===== src/hdl/hill_2x2_key_recovery_mod26_core_macros.svh =====
// Assertion macros shared by the key recovery core.
`ifndef HILL_2X2_KEY_RECOVERY_MOD26_CORE_MACROS_SVH
`define HILL_2X2_KEY_RECOVERY_MOD26_CORE_MACROS_SVH
`ifndef SYNTH
// Same-cycle implication, checked at every rising edge outside reset.
`define HK_ASSERT_IMP(lbl, clk, rst, ante, cons) \
  lbl: assert property (@(posedge clk) disable iff (rst) (ante) |-> (cons)) \
    else $error("hill key core: implication failed");
// Next-cycle implication, checked at every rising edge outside reset.
`define HK_ASSERT_NXT(lbl, clk, rst, ante, cons) \
  lbl: assert property (@(posedge clk) disable iff (rst) (ante) |=> (cons)) \
    else $error("hill key core: next-cycle implication failed");
`else
`define HK_ASSERT_IMP(lbl, clk, rst, ante, cons)
`define HK_ASSERT_NXT(lbl, clk, rst, ante, cons)
`endif
`endif


===== src/hdl/hk_pkg.sv =====
package hk_pkg;

  // Alphabet size; every matrix entry lives in 0..25.
  localparam int unsigned Letters = 26;

  // One letter value and a 2x2 matrix of them.
  typedef logic [4:0] res_t;

  typedef struct packed {
    res_t r0c0;
    res_t r0c1;
    res_t r1c0;
    res_t r1c1;
  } mat_t;

  // Control that travels with an item from stage to stage.
  typedef struct packed {
    logic vld;
    logic inv_ok;
  } ctrl_t;

  // Reduce an 11-bit value mod 26 with a reciprocal multiply.
  // 2521 / 2^16 sits just above 1/26, so the quotient is exact for
  // every 11-bit input; the final compare is a safety net.
  function automatic res_t mod26(input logic [10:0] v);
    logic [22:0] prod;
    logic [6:0]  quo;
    logic [11:0] rem;
    prod = 23'(v) * 23'd2521;
    quo  = prod[22:16];
    rem  = {1'b0, v} - (12'(quo) * 12'(Letters));
    if (rem >= 12'(Letters)) begin
      rem = rem - 12'(Letters);
    end
    return rem[4:0];
  endfunction

  // Fold a raw 5-bit letter value into 0..25.
  function automatic res_t fold(input logic [4:0] v);
    return (v >= 5'(Letters)) ? (v - 5'(Letters)) : v;
  endfunction

  // Negate a residue mod 26.
  function automatic res_t neg26(input res_t v);
    return (v == '0) ? '0 : (5'(Letters) - v);
  endfunction

  // Inverse of a residue mod 26; zero marks a residue with no inverse.
  function automatic res_t inv26(input res_t v);
    res_t r;
    case (v)
      5'd1:    r = 5'd1;
      5'd3:    r = 5'd9;
      5'd5:    r = 5'd21;
      5'd7:    r = 5'd15;
      5'd9:    r = 5'd3;
      5'd11:   r = 5'd19;
      5'd15:   r = 5'd7;
      5'd17:   r = 5'd23;
      5'd19:   r = 5'd11;
      5'd21:   r = 5'd5;
      5'd23:   r = 5'd17;
      5'd25:   r = 5'd25;
      default: r = 5'd0;
    endcase
    return r;
  endfunction

endpackage


===== src/hdl/hk_matmul.sv =====
// Key product stage pair: K = inv(P) * C mod 26, zeroed when P is singular.
module hk_matmul (
  input  logic          clk,
  input  logic          rst,
  input  hk_pkg::ctrl_t ctl_in,
  input  hk_pkg::mat_t  pinv,
  input  hk_pkg::mat_t  cmat,
  output logic          vld_out,
  output logic          ok_out,
  output hk_pkg::mat_t  key
);

  // Stage one: dot products of the inverse rows with the cipher columns.
  logic [10:0]   sum00, sum01, sum10, sum11;
  logic          vld_s;
  logic          ok_s;

  always_ff @(posedge clk) begin
    if (rst) begin
      vld_s <= 1'b0;
    end else begin
      vld_s <= ctl_in.vld;
    end
  end

  always_ff @(posedge clk) begin
    ok_s  <= ctl_in.inv_ok;
    sum00 <= 11'(10'(pinv.r0c0) * 10'(cmat.r0c0)) + 11'(10'(pinv.r0c1) * 10'(cmat.r1c0));
    sum01 <= 11'(10'(pinv.r0c0) * 10'(cmat.r0c1)) + 11'(10'(pinv.r0c1) * 10'(cmat.r1c1));
    sum10 <= 11'(10'(pinv.r1c0) * 10'(cmat.r0c0)) + 11'(10'(pinv.r1c1) * 10'(cmat.r1c0));
    sum11 <= 11'(10'(pinv.r1c0) * 10'(cmat.r0c1)) + 11'(10'(pinv.r1c1) * 10'(cmat.r1c1));
  end

  // Stage two: reduce and clear the key when no inverse exists.
  always_ff @(posedge clk) begin
    if (rst) begin
      vld_out <= 1'b0;
    end else begin
      vld_out <= vld_s;
    end
  end

  always_ff @(posedge clk) begin
    ok_out <= ok_s;
    if (ok_s) begin
      key.r0c0 <= hk_pkg::mod26(sum00);
      key.r0c1 <= hk_pkg::mod26(sum01);
      key.r1c0 <= hk_pkg::mod26(sum10);
      key.r1c1 <= hk_pkg::mod26(sum11);
    end else begin
      key <= '0;
    end
  end

endmodule


===== src/hdl/hill_2x2_key_recovery_mod26_core.sv =====
// Hill cipher 2x2 key recovery, mod 26.
// Input: drive the plaintext matrix plain_* and ciphertext matrix cipher_*
// and raise start; the item is taken at a rising edge with start high and
// busy low. busy is high only during reset, so a new item can enter in
// every cycle.
// Output: for each item taken, done is high for one cycle with key_* and
// key_valid for that item. key_valid is low and all key fields are zero
// when det(P) has no inverse mod 26.
// Throughput is one item per cycle. Each item passes through seven register
// stages: fold and products, determinant reduction, inverse lookup,
// adjugate scaling, its reduction, the key dot products and the final
// reduction.
// Reset (rst, synchronous) clears the stage valid bits, so items in flight
// are dropped and no done pulse follows them.
// The receiver cannot stall: results are shown once and not held.
`include "hill_2x2_key_recovery_mod26_core_macros.svh"

module hill_2x2_key_recovery_mod26_core (
  input  logic       clk,
  input  logic       rst,
  input  logic       start,
  output logic       busy,
  input  logic [4:0] plain_r0c0,
  input  logic [4:0] plain_r0c1,
  input  logic [4:0] plain_r1c0,
  input  logic [4:0] plain_r1c1,
  input  logic [4:0] cipher_r0c0,
  input  logic [4:0] cipher_r0c1,
  input  logic [4:0] cipher_r1c0,
  input  logic [4:0] cipher_r1c1,
  output logic       done,
  output logic [4:0] key_r0c0,
  output logic [4:0] key_r0c1,
  output logic [4:0] key_r1c0,
  output logic [4:0] key_r1c1,
  output logic       key_valid
);

  // Items are refused only while reset holds the pipeline empty.
  assign busy = rst;

  logic         vld1, vld2, vld3, vld4, vld5;
  hk_pkg::mat_t p1, c1, c2, c3, c4, c5;
  logic [9:0]   prod_main, prod_anti;
  hk_pkg::res_t det2;
  hk_pkg::mat_t adj3, pinv5;
  hk_pkg::res_t dinv3;
  logic         ok3, ok4, ok5;
  logic [9:0]   sc00, sc01, sc10, sc11;
  hk_pkg::ctrl_t ctl5;
  hk_pkg::mat_t key_m;
  logic         key_ok;

  // Valid bits through the first five stages.
  always_ff @(posedge clk) begin
    if (rst) begin
      vld1 <= 1'b0;
      vld2 <= 1'b0;
      vld3 <= 1'b0;
      vld4 <= 1'b0;
      vld5 <= 1'b0;
    end else begin
      vld1 <= start & ~busy;
      vld2 <= vld1;
      vld3 <= vld2;
      vld4 <= vld3;
      vld5 <= vld4;
    end
  end

  // Stage 1: fold letters into 0..25 and form the determinant products.
  always_ff @(posedge clk) begin
    p1.r0c0   <= hk_pkg::fold(plain_r0c0);
    p1.r0c1   <= hk_pkg::fold(plain_r0c1);
    p1.r1c0   <= hk_pkg::fold(plain_r1c0);
    p1.r1c1   <= hk_pkg::fold(plain_r1c1);
    c1.r0c0   <= hk_pkg::fold(cipher_r0c0);
    c1.r0c1   <= hk_pkg::fold(cipher_r0c1);
    c1.r1c0   <= hk_pkg::fold(cipher_r1c0);
    c1.r1c1   <= hk_pkg::fold(cipher_r1c1);
    prod_main <= 10'(hk_pkg::fold(plain_r0c0)) * 10'(hk_pkg::fold(plain_r1c1));
    prod_anti <= 10'(hk_pkg::fold(plain_r0c1)) * 10'(hk_pkg::fold(plain_r1c0));
  end

  // Stage 2: determinant mod 26, biased by 26*26 to stay positive.
  hk_pkg::mat_t p2;
  always_ff @(posedge clk) begin
    det2 <= hk_pkg::mod26(11'(prod_main) + 11'(hk_pkg::Letters * hk_pkg::Letters)
                          - 11'(prod_anti));
    p2   <= p1;
    c2   <= c1;
  end

  // Stage 3: inverse lookup and the adjugate with negated off-diagonals.
  always_ff @(posedge clk) begin
    dinv3     <= hk_pkg::inv26(det2);
    ok3       <= (hk_pkg::inv26(det2) != '0);
    adj3.r0c0 <= p2.r1c1;
    adj3.r0c1 <= hk_pkg::neg26(p2.r0c1);
    adj3.r1c0 <= hk_pkg::neg26(p2.r1c0);
    adj3.r1c1 <= p2.r0c0;
    c3        <= c2;
  end

  // Stage 4: scale the adjugate by the determinant inverse.
  always_ff @(posedge clk) begin
    sc00 <= 10'(adj3.r0c0) * 10'(dinv3);
    sc01 <= 10'(adj3.r0c1) * 10'(dinv3);
    sc10 <= 10'(adj3.r1c0) * 10'(dinv3);
    sc11 <= 10'(adj3.r1c1) * 10'(dinv3);
    ok4  <= ok3;
    c4   <= c3;
  end

  // Stage 5: reduce the scaled adjugate to the inverse of P.
  always_ff @(posedge clk) begin
    pinv5.r0c0 <= hk_pkg::mod26(11'(sc00));
    pinv5.r0c1 <= hk_pkg::mod26(11'(sc01));
    pinv5.r1c0 <= hk_pkg::mod26(11'(sc10));
    pinv5.r1c1 <= hk_pkg::mod26(11'(sc11));
    ok5        <= ok4;
    c5         <= c4;
  end

  assign ctl5.vld    = vld5;
  assign ctl5.inv_ok = ok5;

  // Stages 6 and 7: key product and final reduction.
  hk_matmul u_matmul (
    .clk     (clk),
    .rst     (rst),
    .ctl_in  (ctl5),
    .pinv    (pinv5),
    .cmat    (c5),
    .vld_out (done),
    .ok_out  (key_ok),
    .key     (key_m)
  );

  assign key_r0c0  = key_m.r0c0;
  assign key_r0c1  = key_m.r0c1;
  assign key_r1c0  = key_m.r1c0;
  assign key_r1c1  = key_m.r1c1;
  assign key_valid = key_ok;

  // A delivered key is always a letter value.
  `HK_ASSERT_IMP(a_key_range, clk, rst, done,
                 key_r0c0 < 5'd26 && key_r0c1 < 5'd26 && key_r1c0 < 5'd26 && key_r1c1 < 5'd26)
  // A singular determinant gives an all-zero key.
  `HK_ASSERT_IMP(a_key_zero, clk, rst, done && !key_valid,
                 key_r0c0 == '0 && key_r0c1 == '0 && key_r1c0 == '0 && key_r1c1 == '0)
  // An invertible determinant is odd and has an odd inverse.
  `HK_ASSERT_IMP(a_inv_odd, clk, rst, vld3 && ok3, dinv3[0] == 1'b1)
  // A stage-five item reaches done through the key product and final reduction stages.
  `HK_ASSERT_NXT(a_flow, clk, rst, vld5, ##1 done)

endmodule

===== config.mk =====
export PLATFORM = sky130hd
export DESIGN_NAME = hill_2x2_key_recovery_mod26_core
export DESIGN_NICKNAME = d
export VERILOG_FILES = /design/src/hdl/hk_pkg.sv /design/src/hdl/hk_matmul.sv /design/src/hdl/hill_2x2_key_recovery_mod26_core.sv
export VERILOG_INCLUDE_DIRS = /design/src /design/src/hdl
export SDC_FILE = /design/constraint.sdc
export NUM_CORES = 2
export LEC_CHECK = 0
export BUFFER_PORTS_ARGS = -buffer_cell sky130_fd_sc_hd__buf_4
export CAP_MARGIN = 0
export CORE_ASPECT_RATIO = 1.75
export CORE_MARGIN = 2
export CORE_UTILIZATION = 55
export DETAILED_ROUTE_END_ITERATION = 12
export GPL_TIMING_DRIVEN = 0
export PLACE_DENSITY = 0.74
export SLEW_MARGIN = 20
export SYNTH_ARGS = -nofsm -noshare
export SYNTH_HDL_FRONTEND = slang
export SYNTH_SLANG_ARGS = --single-unit

===== constraint.sdc =====
create_clock -name clk -period 10.3 [get_ports clk]
set_input_delay 2.06 -clock clk [delete_from_list [all_inputs] [get_ports clk]]
set_output_delay 2.06 -clock clk [all_outputs]
set_load 0.02 [all_outputs]

### After elaboration in Yosys (flattened, before gate mapping)

Memory sizes are Yosys's and may differ from the RTL's. A register that Yosys moved wholly into a read port is not among the register bits.
Cells that the tools add are included.

* add/sub/neg operators: 34
* $mul: 32
* div/mod/pow operators: 0
* order comparisons: 17
* equal/unequal tests: 0
* shift operators: 0
* mux-type cells: 17
* bitwise gates (word level): 2
* reduce and logical (&&, ||, !) cells: 3

Operator list (count)
* multiplier 5 x 5 -> 10 bit: 14
* multiplier 11 x 12 -> 23 bit, second input constant: 5
* >= comparator 12 x 5 -> 1 bit, second input constant: 9
* multiplier 10 x 12 -> 22 bit, second input constant: 4
* 2-to-1 mux 5 bit: 17
* subtractor 5 bit, second input constant: 17
* subtractor 11 x 12 -> 12 bit: 5
* multiplier 7 x 4 -> 11 bit, second input constant: 5
* subtractor 10 x 11 -> 12 bit: 4
* adder 10 x 10 -> 11 bit: 4
* >= comparator 5 bit, second input constant: 8
* multiplier 6 x 4 -> 10 bit, second input constant: 4
* adder 10 x 10 -> 11 bit, second input constant: 1
* subtractor 11 x 10 -> 11 bit: 1
* zero test 5 bit: 2
* subtractor 5 bit, first input constant: 2
* nonzero test 5 bit: 1
* AND 1 bit: 1
* NOT 1 bit: 1

* register bits after elaboration: 321
* latch bits: 0
* bits in writable memories: 0
* ROM bits: 320
* output and inout bits: 23
* memories: 2

Memory list
* (name not given): depth 32, width 5, read ports 1, clocked after memory_dff 1, write ports 0, line hk_pkg.sv:51 `case (v)`
* (name not given): depth 32, width 5, read ports 1, clocked after memory_dff 1, write ports 0, line hk_pkg.sv:51

### Logic depth before layout (Yosys ltp)

* depth after elaboration: 7
* mapped depth: 47
* mapped depth without buffers: 46

### Cells and area by module

Synthesis repeated with hierarchy kept, for this count alone.

* cells, all modules: 4814
* area total of the unflattened synthesis: 46044.2 um^2

By module, submodules not included
* hill_2x2_key_recovery_mod26_core: times used 1, cells each 2599, area an instance 25463.2 um^2, seq. area each 5265.0 um^2
* hk_matmul: times used 1, cells each 2215, area an instance 20581.0 um^2, seq. area each 1361.3 um^2

### Least setup slack after synthesis

Ideal clock, no wire load.

* path kind: register -> register
* start point: register prod_anti[1]
* end point: register with a tool-made name
* setup time: 0.131 ns
* data arrival time: 9.494 ns
* data required time: 10.169 ns
* slack: 0.675 ns
* stages on the path, launching flop included: 41
* period minus slack after synthesis: 9.625 ns
* cells stage by stage: dfxtp_1 -> inv_1 -> ha_1 -> ha_1 -> fa_1 -> a21o_1 -> a21oi_1 -> o21bai_1 -> a21oi_1 -> xnor2_1 -> fa_1 -> inv_1 -> fa_1 -> fa_1 -> fa_1 -> fa_1 -> inv_1 -> ha_1 -> [... 5 more ...] -> xor2_1 -> ha_1 -> fa_1 -> fa_1 -> a21o_1 -> a21oi_1 -> o21bai_1 -> a21oi_1 -> xor2_1 -> ha_1 -> a21o_1 -> a41oi_1 -> xnor2_1 -> nand4_4 -> buf_6 -> xor2_2 -> o211ai_1 -> o21ai_0

RTL lines
* from (decl): line hill_2x2_key_recovery_mod26_core.sv:44 `logic [9:0] prod_main, prod_anti;`
* from (signal assigned): line hill_2x2_key_recovery_mod26_core.sv:82 `prod_anti <= 10'(hk_pkg::fold(plain_r0c1)) * 10'(hk_pkg::fold(plain_r1c0));`

==> results.py <==
metrics = {
    "yosys": {
        "async_reset_ff_share_pct": 0,
        "avgSynthCellArea_um2": 9.70,
        "ys_top_cells_by_count": "ha_1 (1110), inv_1 (1017), fa_1 (523)",
        "netlist.area_leader.share_pct": 30.5,
        "synth_warnings": 0,
        "synthDistinctLibCells": 78,
        "synth.most_common_cell": "ha_1",
        "seq_area_frac_synth_pct": 14.5,
        "synth_ff_type": "dfxtp_1",
        "synthCells": 4697,
        "ys_ff_latch": 331,
        "synth_top_area_cell": "ha_1",
        "synth-edff-count": 0,
        "syn_nets": 6373,
        "synth_area_um2": 45600,
        "synth_area_leaders": "ha_1 (30%), fa_1 (23%), dfxtp_1 (15%)",
    },
    "floorplan": {
        "fp.coreArea_um2": 82100,
        "io_pins": 66,
        "die_w_um": 222,
        "die_y_um": 385,
        "num_rows": 139,
        "die-area_um2": 85300,
        "initial_core_util_pct": 55.5,
    },
    "detailed_routing": {
        "num_vias": 31516,
        "drt_first_pass_iters": 9,
        "vias_per_cell": 5.33,
        "drt-total-wl_um": 86600,
        "drc": 5,
        "avgRoutedWirePerCell_um": 14.7,
        "first_iter_violations": 749,
        "postRouteAntennaNets": 0,
    },
    "placed_design": {
        "dp_slack_ns": -0.439,
        "numPlacedInstances": 5819,
        "dp_hpwl_um": 74500,
        "io_buffers": 65,
        "place_congestion": 0.849,
    },
    "worst_setup_path": {
        "crit_arrival_ns": 10.50,
        "cp.required_ns": 10.79,
        "endpoint_kind": "register",
        "critPathMaxStageDelay_ns": 0.55,
        "start_kind": "register",
        "critPathSlowestCell": "fa_2",
        "crit_top_cell": "fa_1",
        "worstPathMaxFanout": 5,
        "crit_type": "reg2reg",
    },
    "clock_network": {
        "clk_latency_ns": 0.60,
        "cts.sinks": 331,
        "cts_tree": "yes",
        "htree_levels": 2,
        "postCtsHoldBufs": 0,
        "cts_buffers": 38,
        "clockRootBuffer": "clkbuf_16",
        "clkTransAtPathRegs_ns": 0.07,
        "clockBufferDepth": 3,
    },
    "min_path": {
        "hp-class": "reg2reg",
    },
    "sta": {
        "worstMarginPinSlew_ns": 0.735,
        "setup_violations": 0,
        "hold_violations": 0,
        "fin_ws_ns": 0.284,
        "hold_slack_ns": 0.315,
        "maxSlewHeadroom_pct": 51.0,
        "drv_slew": 0,
        "period_needed_ns": 10.02,
        "skew_ns": 0.0407,
        "max_clock_freq_ghz": 0.0998,
        "min_period_over_period_pct": 97.2,
    },
    "cells_and_area": {
        "final_layout_size_suffix_gt1_share_pct": 5.19,
        "fin_util_pct": 60.0,
        "final_cells": 5911,
        "nNetsFinal": 6504,
        "multi_input_area_um2": 35300,
        "fill_cells": 6901,
        "area_growth_pct": 8.11,
        "layout.area.seq_um2": 6630,
        "antenna_cells": 0,
    },
    "status": {
        "outcome": "complete, but fails checks",
        "violations": "DRC",
    },
    "global_routing": {
        "grt_pass1_vias": 34009,
        "grt_max_degree": 15,
        "grtUsageTotal_pct": 21.0,
        "grt_pass1_wl_um": 149000,
        "overflow": 0,
        "antenna_found_initial": 0,
    },
    "job": {
        "max-cap-violations": 0,
    },
}
==> layout by cell type (no fill, tap or decap), drive strengths merged, types with 13 or more instances in the layout <==
cell and instances:
xnor2 147, a21o 67, a31oi 13, or2 20
a21boi 22, clkbuf 82, o21a 41, nand2b 31
and2 197, inv 1020, nor3 40, nor3b 14
a21oi 201, xor2 106, buf 93, fa 523
o31ai 20, ha 1110, o21bai 61, o21ai 119
nor2b 46, nand2 182, or3 15, nand3 30
nor2 146, mux2i 20, dfxtp 331
==> metrics by stage <==
stage / area, um2 / setup TNS, ns
2_1_floorplan: 45600 / 0
3_3_place_gp: 47400 / -1.25
3_5_place_dp: 47400 / -2.46
4_1_cts: 48800 / 0
5_1_grt: 49300 / -0.844
6_report: 49300 / 0
==> path summary, 6_finish.rpt <==
path,cells after the start,slack [ns],startpoint,end
worst max-delay path,41,0.28,prod_main[2]$_DFF_P_,register
worst min-delay path,0,0.31,p1[7]$_DFF_P_,p2[7]$_DFF_P_
worst max register to register,41,0.28,prod_main[2]$_DFF_P_,register
worst min register to register,0,0.31,p1[7]$_DFF_P_,p2[7]$_DFF_P_
==> per-layer routing <==
layer  track usage [%]  up-vias  routed length (um)  part of all wire [%]
met5                 0        -                   0                     0
met4              8.80        0                3830                   4.4
met3              1.87      215                1640                   1.9
met2              44.5      375               50000                    58
met1              20.1    15409               31200                    36
li1                  -    15517                   -                     -
==> critical path: cells and delay by family (launching register included) <==
family	cells	cell delay, ns
xor+xnor	2	0.37
fa+ha+maj	11	4.36
simple gates	6	1.24
flops	1	0.31
compound gates	13	2.65
mux	2	0.34
buf+inv	7	0.64
==> state kept, by name (all words and copies together) (netlist names), 5 cells and up, named ones only <==
register,flops
p1,20
c5,20
c3,20
det2,5
c2,20
c4,20
sc00,10
sc01,10
u_matmul.sum01,11
c1,20
u_matmul.key,20
dinv3,5
p2,20
sc10,10
prod_main,10
adj3,20
prod_anti,10
u_matmul.sum10,11
u_matmul.sum00,11
sc11,10
pinv5,20
u_matmul.sum11,11
==> final cells by class <==
| cell class | count | share of cell area (%) |
|---|---|---|
| Clock buffer | 44 | 2.08 |
| Inverter | 1017 | 7.75 |
| Sequential cell | 331 | 13.5 |
| Clock inverter | 22 | 0.592 |
| Timing Repair Buffer | 91 | 1.46 |
| Tap cell | 1057 | 2.68 |
| Multi-Input combinational cell | 3309 | 71.7 |
| Buffer | 40 | 0.335 |
==> kinds of logic after synthesis <==
| kind of cell | after synthesis | share of synthesized area (%) |
|---|---|---|
| AOI/OAI and AO/OA | 634 | 9.12 |
| xor gates and xnor gates | 253 | 4.88 |
| muxes | 24 | 0.571 |
| DFF | 331 | 14.5 |
| and+or+nand+nor | 765 | 8.70 |
| buffers and inverters | 1057 | 8.73 |
| adders and majority gates | 1633 | 53.5 |
==> timing repair <==
action | in CTS | in global routing
resized for setup | 7 | 56
gates cloned | 0 | 1
pin swaps | 4 | 30
hold endpoints to repair | 0 | 0
setup buffers | 4 | 21
endpoints found under the setup margin | 9 | 9
Power is not shown: default switching activity piles up to over one toggle a cycle in this logic, so the estimate is an artifact.
